$ cat src/rtl/core/sacv_queue.sv
// Small register FIFO between the front and back parts of the validator.
// Depends on nothing; overflow is prevented by the front's credit count.
module sacv_queue #(
    parameter int WIDTH = 64,
    parameter int DEPTH = 16
) (
    input  logic             i_clk,
    input  logic             i_rst_n,
    input  logic             i_push,
    input  logic [WIDTH-1:0] i_data,
    input  logic             i_pop,
    output logic             o_empty,
    output logic [WIDTH-1:0] o_data
);
    localparam int PW = $clog2(DEPTH);
    localparam int CW = $clog2(DEPTH + 1);

    logic [WIDTH-1:0] r_mem [DEPTH];
    logic [PW-1:0]    r_wr;
    logic [PW-1:0]    r_rd;
    logic [CW-1:0]    r_count;
    logic             do_pop;

    assign o_empty = (r_count == '0);
    assign o_data  = r_mem[r_rd];
    assign do_pop  = i_pop && !o_empty;

    // Storage
    always_ff @(posedge i_clk) begin
        if (i_push) begin
            r_mem[r_wr] <= i_data;
        end
    end

    // Pointers and fill level
    always_ff @(posedge i_clk) begin
        if (!i_rst_n) begin
            r_wr    <= '0;
            r_rd    <= '0;
            r_count <= '0;
        end else begin
            if (i_push) begin
                r_wr <= (r_wr == PW'(DEPTH - 1)) ? '0 : r_wr + 1'b1;
            end
            if (do_pop) begin
                r_rd <= (r_rd == PW'(DEPTH - 1)) ? '0 : r_rd + 1'b1;
            end
            r_count <= r_count + CW'(i_push) - CW'(do_pop);
        end
    end
endmodule

$ cat config.mk
export PLATFORM = sky130hd
export DESIGN_NAME = sacv_queue
export DESIGN_NICKNAME = d
export VERILOG_FILES = /design/src/rtl/core/sacv_queue.sv
export SDC_FILE = /design/constraint.sdc
export NUM_CORES = 1
export LEC_CHECK = 0
export BUFFER_PORTS_ARGS = -buffer_cell sky130_fd_sc_hd__buf_2
export CAP_MARGIN = 20
export CORE_ASPECT_RATIO = 1.5
export CORE_MARGIN = 2
export CORE_UTILIZATION = 45
export DETAILED_ROUTE_END_ITERATION = 12
export GPL_ROUTABILITY_DRIVEN = 1
export PLACE_DENSITY = 0.62
export SYNTH_ARGS = -nofsm -noshare
export SYNTH_HDL_FRONTEND = slang
export SYNTH_SLANG_ARGS = --single-unit
$ cat constraint.sdc
create_clock -name i_clk -period 4.9 [get_ports i_clk]
set_input_delay 0.735 -clock i_clk [delete_from_list [all_inputs] [get_ports i_clk]]
set_output_delay 0.735 -clock i_clk [all_outputs]
set_load 0.05 [all_outputs]
==> metrics.md <==
| Metric | Value |
|---|---|
| Drt drc | `0` |
| Drt total wl | `87.52 mm` |
| Critical path arrival | `3.17 ns` |
| Crit end category | `primary output` |
| Area Overhead vs Synth | `13.18%` |
| Share of post-route cells with drive strength above 1 | `30.86%` |
| Area of the core | `0.08621 mm^2` |
| GR peak layer | `met2` |
| Critical path peak fanout | `37` |
| Post-CTS Setup Bufs | `0` |
| Worst Setup Path Type | `flop to primary output` |
| Slew headroom | `27.82%` |
| Post-Syn Instances | `1665` |
| Setup violations, final | `0` |
| Starting Density | `45.40%` |
| CTS tree | `built` |
| RSZ-0062 raised after global routing | `no` |
| Grt ovf | `0` |
| Seq. cell area | `0.03110 mm^2` |
| Maximum vdd ir drop | `0.2515 mV` |
| First-pass GRT wire length | `127.9 mm` |
| Worst slew pin tran | `1.083 ns` |
| Skew-Pair Late Insertion Delay | `0.66 ns` |
| Worst hold endpoint | `r_wr[3]$_SDFFE_PN0P_` |
| Yosys warns | `0` |
| TritonRoute pass-1 iters | `5` |
| GRT Overall Usage | `19.85%` |
| Hold WC Path Type | `input port to flop` |
| CTS Buf Count | `90` |
| DR WL/cell | `28.55 um` |
| IO Count | `133` |
| Clock tree root buffer cell | `clkbuf_16` |
| Fin. Hold Viols | `0` |
| Vias per cell | `5.840` |
| Cts hold-fix bufs | `0` |
| FP Rows | `132` |
| Die X | `244.8 um` |
| Post-synth top area cell | `edfxtp_1` |
| H-tree depth | `3` |
| Clock buffer depth | `3` |
| Met3 Usage GRT | `3.978%` |
| Die Y | `365.2 um` |
| Hold depth | `2` |
| Seq cells post-synth | `1041` |
| PD cells | `456.1 mW/mm^2` |
| Top post-synthesis cells by area | `edfxtp_1, mux4_2, a22oi_1` |
| R2r endpoint | `r_count[4]$_SDFF_PN0_` |
| Reg clk slew, reported paths | `0.07 ns` |
| Antenna violations before repair | `15` |
| Slew Limit Fails | `0` |
| Fin cells | `3065` |
| Worst-case reg-to-reg path depth | `13` |
| Vias | `17899` |
| Cell area after synthesis | `0.03914 mm^2` |
| Startpoint class of the critical path | `flop` |
| Max-Cap Viols | `0` |
| Met2 usage in global routing | `34.01%` |
| Status | `finished clean` |
| Hold path start | `i_rst_n` |
| Layout Nets | `1936` |
| Fin crit period | `3.903 ns` |
| Largest net degree at the start of global routing | `82` |
| Hpwl dp | `46.13 mm` |
| R2r setup slk | `1.64 ns` |
| Startpoint of the worst register-to-register path | `r_count[2]$_SDFF_PN0_` |
| Syn_area_per_cell | `23.51 um^2` |
| M1 GR Usage | `25.87%` |
| Setup TNS | `0 ns` |
| GPL Wtd Cong | `0.7123` |
| Synth unique cells | `31` |
| Placed insts | `2903` |
| DRT iter0 DRCs | `1825` |
| CP required | `4.16 ns` |
| Die footprint | `0.08939 mm^2` |
| Antenna Violating Nets Remaining | `0` |
| Clock sink total | `1041` |
| Top-area cell type share of the netlist area | `78.57%` |
| Vias in the first global route | `19280` |
| Tcrit/Tclk final | `79.66%` |
| Max frequency | `256.2 MHz` |
| Port bufs | `132` |
| CTS resizes | `0` |
| LEAKAGE | `13.77 nW` |
| Post-Syn Nets | `1745` |
| Sequential fraction of the synthesis area | `79.44%` |
| Area of the multi-input gates | `0.007615 mm^2` |
| Clock Skews | `0.02040 ns` |
| Fill count | `6716` |
==> area by class of cell <==
| cell class | count | area share (%) |
|---|---|---|
| diodes | 1 | 0.005649 |
| clock buffers | 113 | 5.423 |
| clock inverters | 48 | 1.200 |
| inverters | 10 | 0.08474 |
| multi-input cells | 528 | 17.19 |
| flip-flops and latches | 1041 | 70.20 |
| well taps | 1139 | 3.217 |
| repair buffers | 185 | 2.672 |
==> stage by stage <==
step | setup WS (ns) | cell area, um^2 | power, mW | utilization, % | hold WS [ns]
6_report | 0.9966 | 44300 | 20.20 | 51.38 | 0.4288
5_1_grt | 0.7732 | 44300 | 20.88 | 51.38 | 0.4123
4_1_cts | 0.8564 | 44290 | 20.40 | 51.38 | 0.3853
3_5_place_dp | 1.577 | 41360 | 13.31 | 47.97 | 0.5064
3_3_place_gp | 1.606 | 41360 | 13.25 | 47.97 | 0.4843
2_1_floorplan | 1.680 | 39140 | 12.54 | - | 0.4755
==> Yosys cell counts <==
cell type and n:
inv_1 10, buf_6 13, o21ai_0 4, nand2_1 69, nor3b_1 1, a21boi_0 4, or3_1 1, a21oi_1 4
nand3_1 5, and2_1 24, fa_1 1, mux2i_1 1, buf_1 19, nor2_1 3, buf_2 13, nand4b_1 1
and3b_1 1, mux4_2 256, edfxtp_1 1024, dfxtp_1 17, buf_4 6, a311o_1 1, nor2b_1 3, ha_1 11
or4b_2 1, xor2_1 2, a21o_1 1, clkbuf_1 35, a22oi_1 128, and3_1 3, xnor2_1 3
==> critical path, stage by stage, from the launching register on <==
cell and delay [ns]:
dfxtp_4 0.92, buf_12 0.36, mux4_2 0.55, a22oi_1 0.20, nand2_1 0.17, buf_2 0.25
==> layout by cell type, fill, tap and decap left out, types with 2 or more instances in the layout <==
cell type,n
ha_1,11
and2_1,7
nand3_1,5
and2_4,17
xor2_1,2
inv_1,10
nand2_1,69
clkinvlp_4,9
o21ai_0,4
mux4_2,256
nor2b_4,2
a21oi_1,4
buf_12,10
bufinv_16,11
buf_4,43
edfxtp_1,1024
dfxtp_1,15
xnor2_1,3
a21boi_0,4
clkinv_2,15
a22oi_1,128
clkbuf_1,20
and3_1,3
dfxtp_4,2
clkinv_1,11
nor2_1,2
buf_2,132
clkbuf_16,93
inv_6,2
==> per-layer routing <==
metal,vias up,share of wire (%)
li1,7482,-
met4,20,2.0
met3,127,5.7
met5,-,0.14
met2,599,52
met1,9671,40
==> logic make-up after synthesis <==
family | after synthesis | synth area share, %
AO/OA/AOI/OAI | 142 | 2.679
XOR/XNOR | 5 | 0.1119
adder cells (fa/ha/maj) | 12 | 0.4028
buffers and inverters | 96 | 1.269
flip-flops | 1041 | 79.44
multiplexers | 257 | 14.76
AND/OR/NAND/NOR | 112 | 1.340
==> how the worst max path moves through the flow <==
stage	end	start	slack, ns
global placement	o_data[25]	flop	1.61
detailed placement	o_data[54]	flop	1.58
finish	o_data[0]	flop	1.0
floorplan	r_mem[0][0]$_DFFE_PP_	i_push	1.68
CTS	o_data[54]	flop	0.86
global route	o_data[31]	flop	0.77
==> where the power goes <==
part | internal, mW | switching, mW
Combinational | 1.29 | 1.76
Clock | 4.06 | 3.10
Sequential | 9.89 | 0.105
Total | 15.2 | 4.96
==> registers in the layout, indices dropped and copies added, names as in the netlist, named ones only <==
register  cells
r_rd          4
r_mem      1024
r_wr          4
r_count       5
(Power assumes the default switching activity.)
